--- src/rtl/swerp_mod.sv ---
// restoring remainder unit, one dividend bit per cycle
// standalone; used by sliding_window_event_rate_peak for the ring position wrap
`default_nettype none

module swerp_mod #(
   parameter int NW = 17,
   parameter int DW = 11
) (
   input  wire logic          clock,
   input  wire logic          reset,
   input  wire logic          start,
   input  wire logic [NW-1:0] dividend,
   input  wire logic [DW-1:0] divisor,
   output logic               busy,
   output logic [DW-1:0]      remainder
);

   localparam int CNT_W = $clog2(NW + 1);

   logic [NW-1:0]    num_ff, num_in;
   logic [DW-1:0]    div_ff, div_in;
   logic [DW-1:0]    rem_ff, rem_in;
   logic [CNT_W-1:0] cnt_ff, cnt_in;
   logic             busy_ff, busy_in;
   logic [DW:0]      trial;

   always_comb begin
      num_in  = num_ff;
      div_in  = div_ff;
      rem_in  = rem_ff;
      cnt_in  = cnt_ff;
      busy_in = busy_ff;
      trial   = {rem_ff, num_ff[NW-1]};
      if (start) begin
         num_in  = dividend;
         div_in  = divisor;
         rem_in  = '0;
         cnt_in  = CNT_W'(NW);
         busy_in = 1'b1;
      end else if (busy_ff) begin
         num_in = {num_ff[NW-2:0], 1'b0};
         // remainder stays below the divisor, so the low DW bits hold it
         if (trial >= {1'b0, div_ff}) begin
            rem_in = DW'(trial - {1'b0, div_ff});
         end else begin
            rem_in = trial[DW-1:0];
         end
         cnt_in = cnt_ff - CNT_W'(1);
         if (cnt_ff == CNT_W'(1)) begin
            busy_in = 1'b0;
         end
      end
   end

   always_ff @(posedge clock) begin
      if (reset) begin
         busy_ff <= 1'b0;
         cnt_ff  <= '0;
      end else begin
         busy_ff <= busy_in;
         cnt_ff  <= cnt_in;
      end
      num_ff <= num_in;
      div_ff <= div_in;
      rem_ff <= rem_in;
   end

   assign busy      = busy_ff;
   assign remainder = rem_ff;

endmodule

`default_nettype wire

--- config.mk ---
export PLATFORM = sky130hd
export DESIGN_NAME = swerp_mod
export DESIGN_NICKNAME = d
export VERILOG_FILES = /design/src/rtl/swerp_mod.sv
export SDC_FILE = /design/constraint.sdc
export NUM_CORES = 1
export LEC_CHECK = 0
export ABC_AREA = 0
export BUFFER_PORTS_ARGS = -buffer_cell sky130_fd_sc_hd__buf_4
export CORE_MARGIN = 4
export CORE_UTILIZATION = 50
export DETAILED_ROUTE_END_ITERATION = 8
export MAX_ROUTING_LAYER = met4
export PLACE_DENSITY_LB_ADDON = 0.08
export SLEW_MARGIN = 10
export SYNTH_ARGS = -nofsm -noshare
export SYNTH_HDL_FRONTEND = slang
export SYNTH_SLANG_ARGS = --single-unit
--- constraint.sdc ---
create_clock -name clock -period 5.1 [get_ports clock]
set_input_delay 1.275 -clock clock [delete_from_list [all_inputs] [get_ports clock]]
set_output_delay 1.275 -clock clock [all_outputs]
set_load 0.005 [all_outputs]
=== After elaboration in Yosys (flattened, before gate mapping) ===
Index checks and enable logic that the tools add are counted.

* Latch bits: 0
* Memory bits (read-only): 0
* Logic and storage cells: 20
* Memories kept: 0
* Bits in writable memories: 0
* Input bits: 31
* Bits in registers: 45
* Output and inout port bits: 12

* Add/sub/neg operators: 2
* Reduce and logical (&&, ||, !) cells: 2
* Equality and inequality tests: 1
* Magnitude comparators: 1
* Div/mod/pow operators: 0
* Bitwise operators: 0
* Multipliers: 0
* Muxes and demuxes: 8
* Shifts and indexed selects: 0

{| class="wikitable"
|+ Operator list
! kind !! number
|-
| 17-bit two-way mux || 2
|-
| 12-bit by 11-bit greater-or-equal comparator with 1-bit output || 1
|-
| 11-bit two-way mux || 1
|-
| 11-bit subtractor || 1
|-
| 5-bit two-way mux || 2
|-
| 5-bit by 1-bit equality test with 1-bit output (second input constant) || 1
|-
| 5-bit by 1-bit subtractor with 5-bit output (second input constant) || 1
|-
| 1-bit two-way mux || 3
|-
| 2-bit nonzero test || 1
|-
| 2-bit OR reduction || 1
|}

=== Longest topological paths before layout ===
Gate-level depths: netlist of the first run.

* Depth in word-level cells: 4
* Mapped depth: 10
* Gate-level depth less buffers: 9

=== Worst setup path after synthesis of the first run ===
No wires, ideal clock.

* Path type: input-to-reg
* Start: input port start
* End: register num_ff[10], data pin
* Slack: 2622 ps
* Library setup time: 260 ps
* Cell stages on the path: 3
* Required time: 4840 ps
* Data arrival time: 2218 ps
* Path buffers: 2
* Path through: clkbuf_1 -> buf_1 -> mux2_2

* Word-level cells in the longest chain between the ends: 1

{| class="wikitable"
|+ Ends and longest elaborated chain
! what !! line !! source
|-
| start: declaration || 11 || <nowiki>input wire logic start,</nowiki>
|-
| 17-bit two-way mux || 34 || <nowiki>if (start) begin</nowiki>
|-
| named net num_in[10] || 20 || <nowiki>logic [NW-1:0] num_ff, num_in;</nowiki>
|-
| end signal: assignment || 63 || <nowiki>num_ff <= num_in;</nowiki>
|-
| end: declaration || 20 ||
|}

The timed path passes the listed nets, and every way through them passes these cells.
A chain may end at the register's enable or synchronous reset.

=== Worst setup path after layout of the first run ===
* Start: register busy_ff (netlist: busy)
* End: output port busy

{| class="wikitable"
|+ RTL lines
! what !! line !! source
|-
| start: declaration || 24 || <nowiki>logic busy_ff, busy_in;</nowiki>
|-
| start signal: assignment || 60 || <nowiki>busy_ff <= busy_in;</nowiki>
|-
| end: declaration || 14 || <nowiki>output logic busy,</nowiki>
|}

No word-level cell between the ends.

==> results of run 1 <==
[logic make-up (layout without fill, tap and decap cells)]
| family | Yosys count | count (layout) | share of synthesized area [%] |
|---|---|---|---|
| AO/OA/AOI/OAI | 42 | 42 | 13.7 |
| AND/OR/NAND/NOR | 65 | 65 | 14.3 |
| XOR/XNOR | 7 | 7 | 2.54 |
| flip-flops | 45 | 45 | 48.9 |
| adder cells (fa/ha/maj) | 14 | 14 | 7.56 |
| multiplexers | 18 | 18 | 8.34 |
| buffers and inverters | 28 | 68 | 4.71 |
[where the power goes]
part / leakage, nW / internal, mW / switching (mW)
Clock: 0.0422 / 0.0967 / 0.131
Sequential: 0.419 / 0.424 / 0.0231
Combinational: 0.743 / 0.106 / 0.108
Total: 1.20 / 0.627 / 0.262
[flip-flops by register name, summed over array words and instances, names as in the netlist]
| name | flops |
|---|---|
| num_ff | 17 |
| remainder | 11 |
| div_ff | 11 |
| cnt_ff | 5 |
| busy | 1 |
[layout make-up]
cell class | count | area (µm²)
Multi-Input combinational cell | 146 | 1120
Sequential cell | 45 | 1180
Clock buffer | 5 | 68.8
Tap cell | 54 | 67.6
Inverter | 18 | 67.6
Fill cell | 409 | 1850
Timing Repair Buffer | 42 | 315
Clock inverter | 3 | 20.0
[worst min path at each step]
stage / from / to / slack (ns) / depth (start not counted)
2_1_floorplan: cnt_ff[1]$_SDFFE_PP0P_ / cnt_ff[1]$_SDFFE_PP0P_ / 0.48 / 2
3_3_place_gp: cnt_ff[1]$_SDFFE_PP0P_ / cnt_ff[1]$_SDFFE_PP0P_ / 0.50 / 2
3_5_place_dp: remainder[8]$_SDFFE_PP0P_ / remainder[8]$_SDFFE_PP0P_ / 0.51 / 2
4_1_cts: remainder[8]$_SDFFE_PP0P_ / remainder[8]$_SDFFE_PP0P_ / 0.52 / 2
5_1_grt: remainder[2]$_SDFFE_PP0P_ / remainder[3]$_SDFFE_PP0P_ / 0.54 / 2
6_report: remainder[1]$_SDFFE_PP0P_ / remainder[2]$_SDFFE_PP0P_ / 0.52 / 2
[through the flow]
step	area, µm²	std cells	hold WS, ns	utilization [%]	total power [mW]
floorplan	2420	219	0.484	-	0.606
global placement	2750	305	0.505	58.7	0.668
detailed placement	2750	305	0.506	58.7	0.670
CTS	2840	313	0.519	60.6	0.896
global route	2840	313	0.542	60.6	0.939
finish	2840	313	0.519	60.6	0.889
[cell usage in the layout, fill, tap and decap left out, types with 2 or more instances in the layout]
cell type	count
sky130_fd_sc_hd__a211oi_1	2
sky130_fd_sc_hd__a21o_1	4
sky130_fd_sc_hd__a21oi_1	5
sky130_fd_sc_hd__a311oi_1	7
sky130_fd_sc_hd__a31o_2	2
sky130_fd_sc_hd__and4_1	2
sky130_fd_sc_hd__buf_4	42
sky130_fd_sc_hd__clkbuf_8	5
sky130_fd_sc_hd__dfxtp_1	17
sky130_fd_sc_hd__edfxtp_1	28
sky130_fd_sc_hd__ha_1	13
sky130_fd_sc_hd__inv_1	18
sky130_fd_sc_hd__mux2_2	17
sky130_fd_sc_hd__nand2_1	16
sky130_fd_sc_hd__nand3_1	3
sky130_fd_sc_hd__nor2_1	17
sky130_fd_sc_hd__nor2b_1	3
sky130_fd_sc_hd__nor3_1	7
sky130_fd_sc_hd__nor4_1	4
sky130_fd_sc_hd__o21ai_0	4
sky130_fd_sc_hd__o31ai_1	3
sky130_fd_sc_hd__or2_2	3
sky130_fd_sc_hd__or3b_1	2
sky130_fd_sc_hd__xnor2_1	3
sky130_fd_sc_hd__xor2_1	4
[metal layers]
metal  GRT usage, %  routed length, µm  vias to the layer above
met1           20.6               2140                      825
li1               -                  -                      885
met3           3.71                201                        6
met4           6.05                 51                        0
met5              -                  0                        -
met2           25.6               2160                       35
==> implementation parameters, run 1 <==
Parameter                              Value

Run status
  Outcome ... finished clean

Floorplan
  Horiz. Die Dim ... 77.5 µm
  Area of the die ... 0.00601 mm²
  Standard-cell rows ... 25
  Starting Density ... 51.5%
  Core region area ... 0.00469 mm²
  Die span in y ... 77.5 µm
  Boundary pin count ... 43

STA
  Final period demand of the worst path ... 2.80 ns
  Post-route setup slack ... 2.30 ns
  FMAX ... 357 MHz
  Final period util ... 55.0%
  Worst clock skew on the final layout ... 0.00494 ns
  Max Slew Vio Count ... 0
  Fin Setup TNS ... 0 ns
  Final setup violation count ... 0
  Count of final hold-check violations ... 0
  Worst slew pin tran ... 0.997 ns
  RSZ-0062 raised after global routing ... no
  Max-slew headroom ... 33.4%

Synth
  Share of async-settable or async-resettable flops after synthesis ... 0%
  Avg Cell Area, Syn ... 11.0 µm²
  Sequential share of the synthesized area ... 48.9%
  Post-Syn Nets ... 264
  Count of flip-flops with a built-in enable after synthesis ... 28
  Number of instances in the synthesized netlist ... 219
  Area of the mapped netlist ... 0.00242 mm²
  Yosys warning count ... 0
  Most used standard cells in the synthesized netlist ... sky130_fd_sc_hd__edfxtp_1 (28), sky130_fd_sc_hd__inv_1 (18), sky130_fd_sc_hd__dfxtp_1 (17), sky130_fd_sc_hd__mux2_2 (17), sky130_fd_sc_hd__nor2_1 (17)
  Proportion of netlist area held by the largest area contributor ... 34.8%
  Cell with the most instances after synthesis ... sky130_fd_sc_hd__edfxtp_1
  Number of unique standard cell types used by synthesis ... 52
  Flops & latches, synth ... 45
  Ranking of synthesized cells by area ... sky130_fd_sc_hd__edfxtp_1 (35%), sky130_fd_sc_hd__dfxtp_1 (14%), sky130_fd_sc_hd__mux2_2 (7.9%)
  Library cell with the largest summed area after synthesis ... sky130_fd_sc_hd__edfxtp_1
  Main synth FF type ... sky130_fd_sc_hd__edfxtp_1

Setup path
  Crit-path cells ... buf_4
  Total buffers and inverters traversed by the critical path ... 1
  Crit path launch type ... flip-flop
  Endpoint type of the worst setup path ... output pin
  Critical Path Fanout Max ... 28
  Endpoint of the most critical setup path ... busy
  Critical path data required time ... 3.83 ns
  Data arrival time of the critical path ... 1.53 ns
  Total number of cells along the worst setup path ... 1
  Cells on worst reg2reg path ... 9
  CP max stage cell ... sky130_fd_sc_hd__dfxtp_1
  Delay of the slowest cell on the worst path ... 0.99 ns
  Worst r2r src ... num_ff[16]$_DFFE_PP_
  Reg-to-Reg End ... remainder[0]$_SDFFE_PP0P_
  Reg2Reg Setup Slack ... 2.39 ns
  Critical path class ... reg2out
  Worst setup path startpoint ... busy$_SDFF_PP0_
  Family of cells with the greatest summed delay on the critical path ... flip-flops

Global routing
  Vias in the first global route ... 1,627
  All-layer global routing usage ... 16.3%
  Initial antenna violation count ... 0
  Total global routing overflow ... 0
  Pin count of the biggest net entering global routing ... 47
  First-pass GRT wire length ... 7520 µm

Clock tree
  Clock tree from TritonCTS ... yes
  Number of H-tree levels ... 2
  Maximum buffer depth of the clock tree ... 2
  CTS clk-pin slew, worst paths ... 0.09 ns
  Setup repair bufs after CTS ... 0
  Clock root cell ... sky130_fd_sc_hd__clkbuf_8
  # hold bufs at CTS ... 0
  Number of buffers inserted during clock tree synthesis ... 5
  TritonCTS Sinks ... 45
  Clock latency of the later-clocked register in the worst-skew pair ... 0.30 ns
  Count of instances resized after the clock tree is built ... 0

Final layout
  Ant diodes ... 0
  Fraction of final layout cells sized beyond drive strength 1 ... 30.5%
  Count of nets after finishing ... 303
  Synth-to-layout area growth ... 17.6%

Hold path
  Worst hold-check path type ... reg2reg

Routing
  Number of DRC markers in iteration 0 ... 66
  Via/cell ratio ... 5.59
  Number of detailed-routing iterations run before antenna repair ... 5
  Wire length per cell after detailed routing ... 14.6 µm
  Residual antenna-violating net count after detailed routing ... 0
  Vias post-DR ... 1,751
  Total length of routed wires ... 4560 µm
  Drc violations ... 0

Pwr
  Power per cell area ... 313 mW/mm²
  Maximum vdd ir drop ... 0.236 mV
  Leakage power total ... 1.20 nW

Placed design
  GPL Wtd Cong ... 0.797
  Worst setup slack after placement ... 2.39 ns
  Post-DP HPWL ... 3250 µm
  Port-buffer cells ... 42

Flow run
  Max-capacitance violation count ... 0
No activity file was read; power rests on OpenSTA's default activity.
==> run 2: changes to the inputs <==
- clock period: 5.1 -> 2.88 ns (I/O delays scaled with it)
==> implementation parameters, run 2 (synthesis results as in run 1) <==
Parameter                              Value

Global routing
  Vias in the first global route ... 1,760 (was 1,627)
  Pin count of the biggest net entering global routing ... 29 (was 47)
  Initial antenna violation count ... 0 (unchanged)
  Total global routing overflow ... 0 (unchanged)
  All-layer global routing usage ... 17.2% (was 16.3%)
  First-pass GRT wire length ... 8010 µm (was 7520 µm)

Clock tree
  Clock tree from TritonCTS ... yes (unchanged)
  # hold bufs at CTS ... 0 (unchanged)
  Count of instances resized after the clock tree is built ... 0 (unchanged)
  Clock root cell ... sky130_fd_sc_hd__clkbuf_8 (unchanged)
  Clock latency of the later-clocked register in the worst-skew pair ... 0.29 ns (was 0.30 ns)
  Maximum buffer depth of the clock tree ... 2 (unchanged)
  Number of H-tree levels ... 2 (unchanged)
  CTS clk-pin slew, worst paths ... 0.08 ns (was 0.09 ns)
  TritonCTS Sinks ... 45 (unchanged)
  Number of buffers inserted during clock tree synthesis ... 5 (unchanged)
  Setup repair bufs after CTS ... 0 (unchanged)

STA
  RSZ-0062 raised after global routing ... no (unchanged)
  Final setup violation count ... 0 (unchanged)
  Max Slew Vio Count ... 0 (unchanged)
  Final period util ... 90.1%
  FMAX ... 385 MHz
  Max-slew headroom ... 64.5% (was 33.4%)
  Count of final hold-check violations ... 0 (unchanged)
  Hold slack ... 0.521 ns (was 0.519 ns)
  Fin Setup TNS ... 0 ns (unchanged)
  Final period demand of the worst path ... 2.59 ns
  Worst clock skew on the final layout ... 0.00652 ns (was 0.00494 ns)
  Worst slew pin tran ... 0.531 ns (was 0.997 ns)

Placed design
  Post-DP HPWL ... 3410 µm (was 3250 µm)
  GPL Wtd Cong ... 0.840 (was 0.797)
  Port-buffer cells ... 42 (unchanged)
  DP Area ... 0.00278 mm² (was 0.00275 mm²)

Setup path
  Worst setup path startpoint ... div_ff[0]$_DFFE_PP_ (was busy$_SDFF_PP0_)
  Endpoint type of the worst setup path ... flip-flop (was output pin)
  Data arrival time of the critical path ... 2.80 ns (was 1.53 ns)
  Critical path class ... reg2reg (was reg2out)
  Reg2Reg Setup Slack ... 0.29 ns (was 2.39 ns)
  Critical path data required time ... 3.09 ns (was 3.83 ns)
  Cells on worst reg2reg path ... 9 (unchanged)
  Crit path launch type ... flip-flop (unchanged)
  Worst r2r src ... div_ff[0]$_DFFE_PP_ (was num_ff[16]$_DFFE_PP_)
  Reg-to-Reg End ... remainder[10]$_SDFFE_PP0P_ (was remainder[0]$_SDFFE_PP0P_)
  Critical Path Fanout Max ... 7 (was 28)

Floorplan
  Core region area ... 0.00469 mm² (unchanged)
  Horiz. Die Dim ... 77.5 µm (unchanged)
  Die span in y ... 77.5 µm (unchanged)
  Standard-cell rows ... 25 (unchanged)
  Area of the die ... 0.00601 mm² (unchanged)
  Starting Density ... 51.5% (unchanged)
  Boundary pin count ... 43 (unchanged)

Routing
  Residual antenna-violating net count after detailed routing ... 0 (unchanged)
  Drc violations ... 0 (unchanged)
  Number of detailed-routing iterations run before antenna repair ... 4 (was 5)
  Wire length per cell after detailed routing ... 14.8 µm (was 14.6 µm)
  Via/cell ratio ... 5.59 (about the same)
  Vias post-DR ... 1,761 (was 1,751)
  Number of DRC markers in iteration 0 ... 79 (was 66)
  Total length of routed wires ... 4650 µm (was 4560 µm)

Final layout
  Fraction of final layout cells sized beyond drive strength 1 ... 31.0% (was 30.5%)
  Ant diodes ... 0 (unchanged)
  Number of fill cells ... 423 (was 409)
  Most used cells in the layout excluding fill and tap cells ... sky130_fd_sc_hd__buf_4 (45), sky130_fd_sc_hd__edfxtp_1 (28), sky130_fd_sc_hd__inv_1 (18) (was sky130_fd_sc_hd__buf_4 (42), sky130_fd_sc_hd__edfxtp_1 (28), sky130_fd_sc_hd__inv_1 (18))
  Most common cell after layout, fill and taps aside ... sky130_fd_sc_hd__buf_4 (unchanged)
  Flip-flop count of the largest register after layout ... 17 (unchanged)
  Count of nets after finishing ... 306 (was 303)
  Synth-to-layout area growth ... 18.4% (was 17.6%)
  Register ranked first by flip-flop count ... num_ff (unchanged)
  Post-route cell area ... 0.00286 mm² (was 0.00284 mm²)

Hold path
  End of the worst hold path ... remainder[9]$_SDFFE_PP0P_ (was remainder[2]$_SDFFE_PP0P_)
  Worst hold-check path type ... reg2reg (unchanged)
  Worst hold path depth ... 2 (unchanged)
  Hold path startpoint ... remainder[9]$_SDFFE_PP0P_ (was remainder[1]$_SDFFE_PP0P_)

Pwr
  Power per cell area ... 550 mW/mm² (was 313 mW/mm²)
  Maximum vdd ir drop ... 0.301 mV (was 0.236 mV)
  Leakage power total ... 1.22 nW (was 1.20 nW)
  Power, Total ... 1.57 mW (was 0.889 mW)

Flow run
  Max-capacitance violation count ... 0 (unchanged)

Run status
  Outcome ... finished clean (unchanged)
[run 2: cell types whose count changed in the layout (fill, tap and decap cells not counted)]
cell,delta
sky130_fd_sc_hd__clkinvlp_4,-1
sky130_fd_sc_hd__inv_6,-1
sky130_fd_sc_hd__clkbuf_8,+1
sky130_fd_sc_hd__buf_4,+3
sky130_fd_sc_hd__clkinv_1,-1
sky130_fd_sc_hd__clkbuf_1,+1
[run 2: critical path, cell delays in order (launching register included)]
cell and delay [ns]:
sky130_fd_sc_hd__edfxtp_1 0.37, sky130_fd_sc_hd__ha_1 0.22, sky130_fd_sc_hd__fa_1 0.41, sky130_fd_sc_hd__nor2b_1 0.17, sky130_fd_sc_hd__o22a_1 0.20, sky130_fd_sc_hd__o2111a_2 0.25, sky130_fd_sc_hd__a211oi_2 0.09, sky130_fd_sc_hd__buf_4 0.19
sky130_fd_sc_hd__or3b_1 0.38, sky130_fd_sc_hd__a311oi_2 0.23
[run 2: stage by stage]
stage / worst slack [ns] / instances / util, %
CTS: 0.270 / 315 / 61.0
detailed placement: 0.298 / 308 / 59.1
global placement: 0.369 / 308 / 59.1
floorplan: 0.517 / 219 / -
finish: 0.286 / 315 / 61.0
global route: 0.117 / 315 / 61.0
[run 2: worst max path at each step]
stage	end	slack, ns	depth (start not counted)
final	remainder[10]$_SDFFE_PP0P_	0.29	9
after global placement	remainder[10]$_SDFFE_PP0P_	0.37	10
after floorplan	remainder[10]$_SDFFE_PP0P_	0.52	9
after detailed placement	remainder[10]$_SDFFE_PP0P_	0.30	9
after global routing	remainder[10]$_SDFFE_PP0P_	0.12	10
after CTS	remainder[10]$_SDFFE_PP0P_	0.27	9
[run 2: cell type report]
| cell class | instances | area (µm²) | share of cell area (%) |
|---|---|---|---|
| inverter | 18 | 67.6 | 2.36 |
| timing repair buffer | 45 | 338 | 11.8 |
| sequential | 45 | 1180 | 41.3 |
| multi-input combinational | 146 | 1120 | 39.2 |
| tap | 54 | 67.6 | 2.36 |
| clock buffer | 7 | 86.3 | 3.02 |
[run 2: per-layer routing]
layer  vias up  GRT usage [%]  wire length [µm]
li1        889              -                 -
met3         6           4.29               215
met4         0           5.16                62
met1       833           21.6              2170
met2        33           27.5              2200
met5         -              -                 0
[run 2: power breakdown]
| part | internal [mW] | leakage (nW) | total (mW) | switching [mW] |
|---|---|---|---|---|
| sequential | 0.751 | 0.419 | 0.784 | 0.0331 |
| clock | 0.191 | 0.0443 | 0.395 | 0.204 |
| combinational | 0.194 | 0.758 | 0.396 | 0.202 |
| total | 1.14 | 1.22 | 1.57 | 0.439 |
==> run 3: changes to the inputs <==
- CORE_UTILIZATION: 50 -> 42
==> implementation parameters, run 3 (synthesis results as in run 1) <==
Parameter                              Value

Clock tree
  Clock root cell ... sky130_fd_sc_hd__clkbuf_8 (unchanged)
  # hold bufs at CTS ... 0 (unchanged)
  Count of instances resized after the clock tree is built ... 0 (unchanged)
  Number of buffers inserted during clock tree synthesis ... 5 (unchanged)
  Setup repair bufs after CTS ... 0 (unchanged)
  TritonCTS Sinks ... 45 (unchanged)
  Clock latency of the later-clocked register in the worst-skew pair ... 0.29 ns (about the same)
  Clock tree from TritonCTS ... yes (unchanged)
  Maximum buffer depth of the clock tree ... 2 (unchanged)
  CTS clk-pin slew, worst paths ... 0.09 ns (was 0.08 ns)
  Number of H-tree levels ... 2 (unchanged)

Run status
  Outcome ... finished clean (unchanged)

Setup path
  Crit path launch type ... flip-flop (unchanged)
  Worst setup path startpoint ... num_ff[16]$_DFFE_PP_ (was div_ff[0]$_DFFE_PP_)
  Reg2Reg Setup Slack ... 0.24 ns (was 0.29 ns)
  Endpoint type of the worst setup path ... flip-flop (unchanged)
  Critical path class ... reg2reg (unchanged)
  Delay of the slowest cell on the worst path ... 0.41 ns (about the same)
  Worst r2r src ... num_ff[16]$_DFFE_PP_ (was div_ff[0]$_DFFE_PP_)
  Data arrival time of the critical path ... 2.86 ns (was 2.80 ns)
  Critical path data required time ... 3.09 ns (about the same)
  Crit-path cells ... inv_1 > ha_1 > fa_1 > nor2b_1 > o22a_1 > o2111a_2 > a211oi_2 > buf_4 > or3b_1 > a311oi_2 (was ha_1 > fa_1 > nor2b_1 > o22a_1 > o2111a_2 > a211oi_2 > buf_4 > or3b_1 > a311oi_2)
  Cells on worst reg2reg path ... 10 (was 9)
  CP max stage cell ... sky130_fd_sc_hd__fa_1 (unchanged)
  Endpoint of the most critical setup path ... remainder[10]$_SDFFE_PP0P_ (unchanged)
  Critical Path Fanout Max ... 7 (unchanged)
  Reg-to-Reg End ... remainder[10]$_SDFFE_PP0P_ (unchanged)

Final layout
  Ant diodes ... 0 (unchanged)
  Synth-to-layout area growth ... 19.4% (was 18.4%)
  Number of fill cells ... 537 (was 423)
  Area used by multi-input combinational logic ... 0.00112 mm² (unchanged)
  Count of nets after finishing ... 306 (unchanged)
  Post-route cell area ... 0.00288 mm² (was 0.00286 mm²)
  Sequential cell area ... 0.00118 mm² (unchanged)
  Most common cell after layout, fill and taps aside ... sky130_fd_sc_hd__buf_4 (unchanged)
  Register ranked first by flip-flop count ... num_ff (unchanged)
  Fraction of final layout cells sized beyond drive strength 1 ... 31.3% (was 31.0%)
  Flip-flop count of the largest register after layout ... 17 (unchanged)
  Most used cells in the layout excluding fill and tap cells ... sky130_fd_sc_hd__buf_4 (45), sky130_fd_sc_hd__edfxtp_1 (28), sky130_fd_sc_hd__inv_1 (18) (unchanged)

Pwr
  Leakage power total ... 1.22 nW (about the same)
  Power, Total ... 1.57 mW (about the same)
  Maximum vdd ir drop ... 0.307 mV (was 0.301 mV)
  Power per cell area ... 543 mW/mm² (was 550 mW/mm²)

STA
  Worst clock skew on the final layout ... 0.00475 ns (was 0.00652 ns)
  Count of final hold-check violations ... 0 (unchanged)
  Final period util ... 91.8% (was 90.1%)
  RSZ-0062 raised after global routing ... no (unchanged)
  Max-slew headroom ... 67.4% (was 64.5%)
  Max Slew Vio Count ... 0 (unchanged)
  Fin Setup TNS ... 0 ns (unchanged)
  Final setup violation count ... 0 (unchanged)
  FMAX ... 378 MHz (was 385 MHz)
  Worst slew pin tran ... 0.488 ns (was 0.531 ns)
  Final period demand of the worst path ... 2.64 ns (was 2.59 ns)

Floorplan
  Standard-cell rows ... 27 (was 25)
  Die span in y ... 83.8 µm (was 77.5 µm)
  Boundary pin count ... 43 (unchanged)
  Area of the die ... 0.00703 mm² (was 0.00601 mm²)
  Horiz. Die Dim ... 83.8 µm (was 77.5 µm)
  Starting Density ... 43.6% (was 51.5%)
  Core region area ... 0.00554 mm² (was 0.00469 mm²)

Routing
  Number of detailed-routing iterations run before antenna repair ... 4 (unchanged)
  Drc violations ... 0 (unchanged)
  Via/cell ratio ... 5.21 (was 5.59)
  Wire length per cell after detailed routing ... 14.1 µm (was 14.8 µm)
  Total length of routed wires ... 4720 µm (was 4650 µm)
  Residual antenna-violating net count after detailed routing ... 0 (unchanged)
  Number of DRC markers in iteration 0 ... 99 (was 79)
  Vias post-DR ... 1,739 (was 1,761)

Flow run
  Max-capacitance violation count ... 0 (unchanged)

Global routing
  Total global routing overflow ... 0 (unchanged)
  First-pass GRT wire length ... 8040 µm (was 8010 µm)
  Initial antenna violation count ... 0 (unchanged)
  Pin count of the biggest net entering global routing ... 38 (was 29)
  All-layer global routing usage ... 14.4% (was 17.2%)
  Vias in the first global route ... 1,737 (was 1,760)

Placed design
  Port-buffer cells ... 42 (unchanged)
  DP Area ... 0.00280 mm² (was 0.00278 mm²)
  GPL Wtd Cong ... 0.781 (was 0.840)
  Post-DP HPWL ... 3440 µm (was 3410 µm)

Hold path
  Worst hold-check path type ... reg2reg (unchanged)
run 3: changes by cell type in the layout (fill, tap and decap cells not counted):
cell,change
sky130_fd_sc_hd__clkinv_2,+1
sky130_fd_sc_hd__clkinv_4,+1
sky130_fd_sc_hd__clkbuf_1,-1
sky130_fd_sc_hd__clkbuf_8,-1
sky130_fd_sc_hd__clkinv_1,+1
run 3: power breakdown:
part	switching (mW)	internal, mW
registers	0.0355	0.751
logic	0.199	0.193
clock network	0.220	0.168
total	0.454	1.11
run 3: metal layers:
metal | vias to the layer above | share of wire, % | GRT usage, %
li1 | 898 | - | -
met1 | 787 | 48 | 18.0
met2 | 41 | 45 | 22.5
met3 | 13 | 4.8 | 3.65
met4 | 0 | 2.3 | 5.12
met5 | - | 0 | -
run 3: worst min path at each step:
stage | slack, ns | startpoint | to | cells after the start
3_3_place_gp | 0.51 | cnt_ff[1]$_SDFFE_PP0P_ | cnt_ff[1]$_SDFFE_PP0P_ | 2
4_1_cts | 0.52 | cnt_ff[1]$_SDFFE_PP0P_ | cnt_ff[1]$_SDFFE_PP0P_ | 2
3_5_place_dp | 0.51 | cnt_ff[1]$_SDFFE_PP0P_ | cnt_ff[1]$_SDFFE_PP0P_ | 2
5_1_grt | 0.55 | remainder[2]$_SDFFE_PP0P_ | remainder[2]$_SDFFE_PP0P_ | 2
2_1_floorplan | 0.48 | cnt_ff[1]$_SDFFE_PP0P_ | cnt_ff[1]$_SDFFE_PP0P_ | 2
6_report | 0.52 | cnt_ff[1]$_SDFFE_PP0P_ | cnt_ff[1]$_SDFFE_PP0P_ | 2
run 3: area by class of cell:
class | instances | share of cell area [%]
clock buffer | 5 | 2.39
clock inverter | 3 | 0.607
inverter | 18 | 2.34
multi-input combinational | 146 | 38.9
sequential | 45 | 41.0
tap | 72 | 3.12
timing repair buffer | 45 | 11.7
run 3: through the flow:
stage / cells / hold WS, ns / utilization [%] / worst slack [ns]
detailed placement: 326 / 0.506 / 50.5 / 0.282
global placement: 326 / 0.506 / 50.5 / 0.371
CTS: 334 / 0.521 / 52.1 / 0.248
finish: 334 / 0.518 / 52.1 / 0.236
floorplan: 219 / 0.484 / - / 0.517
global route: 334 / 0.547 / 52.1 / 0.0846
run 3: worst max-delay path, delay by kind of cell (launching register included):
kind | cells | cell delay (ns)
compound gates | 4 | 0.78
fa+ha+maj | 2 | 0.63
simple gates | 2 | 0.56
flops | 1 | 0.34
buf+inv | 2 | 0.25
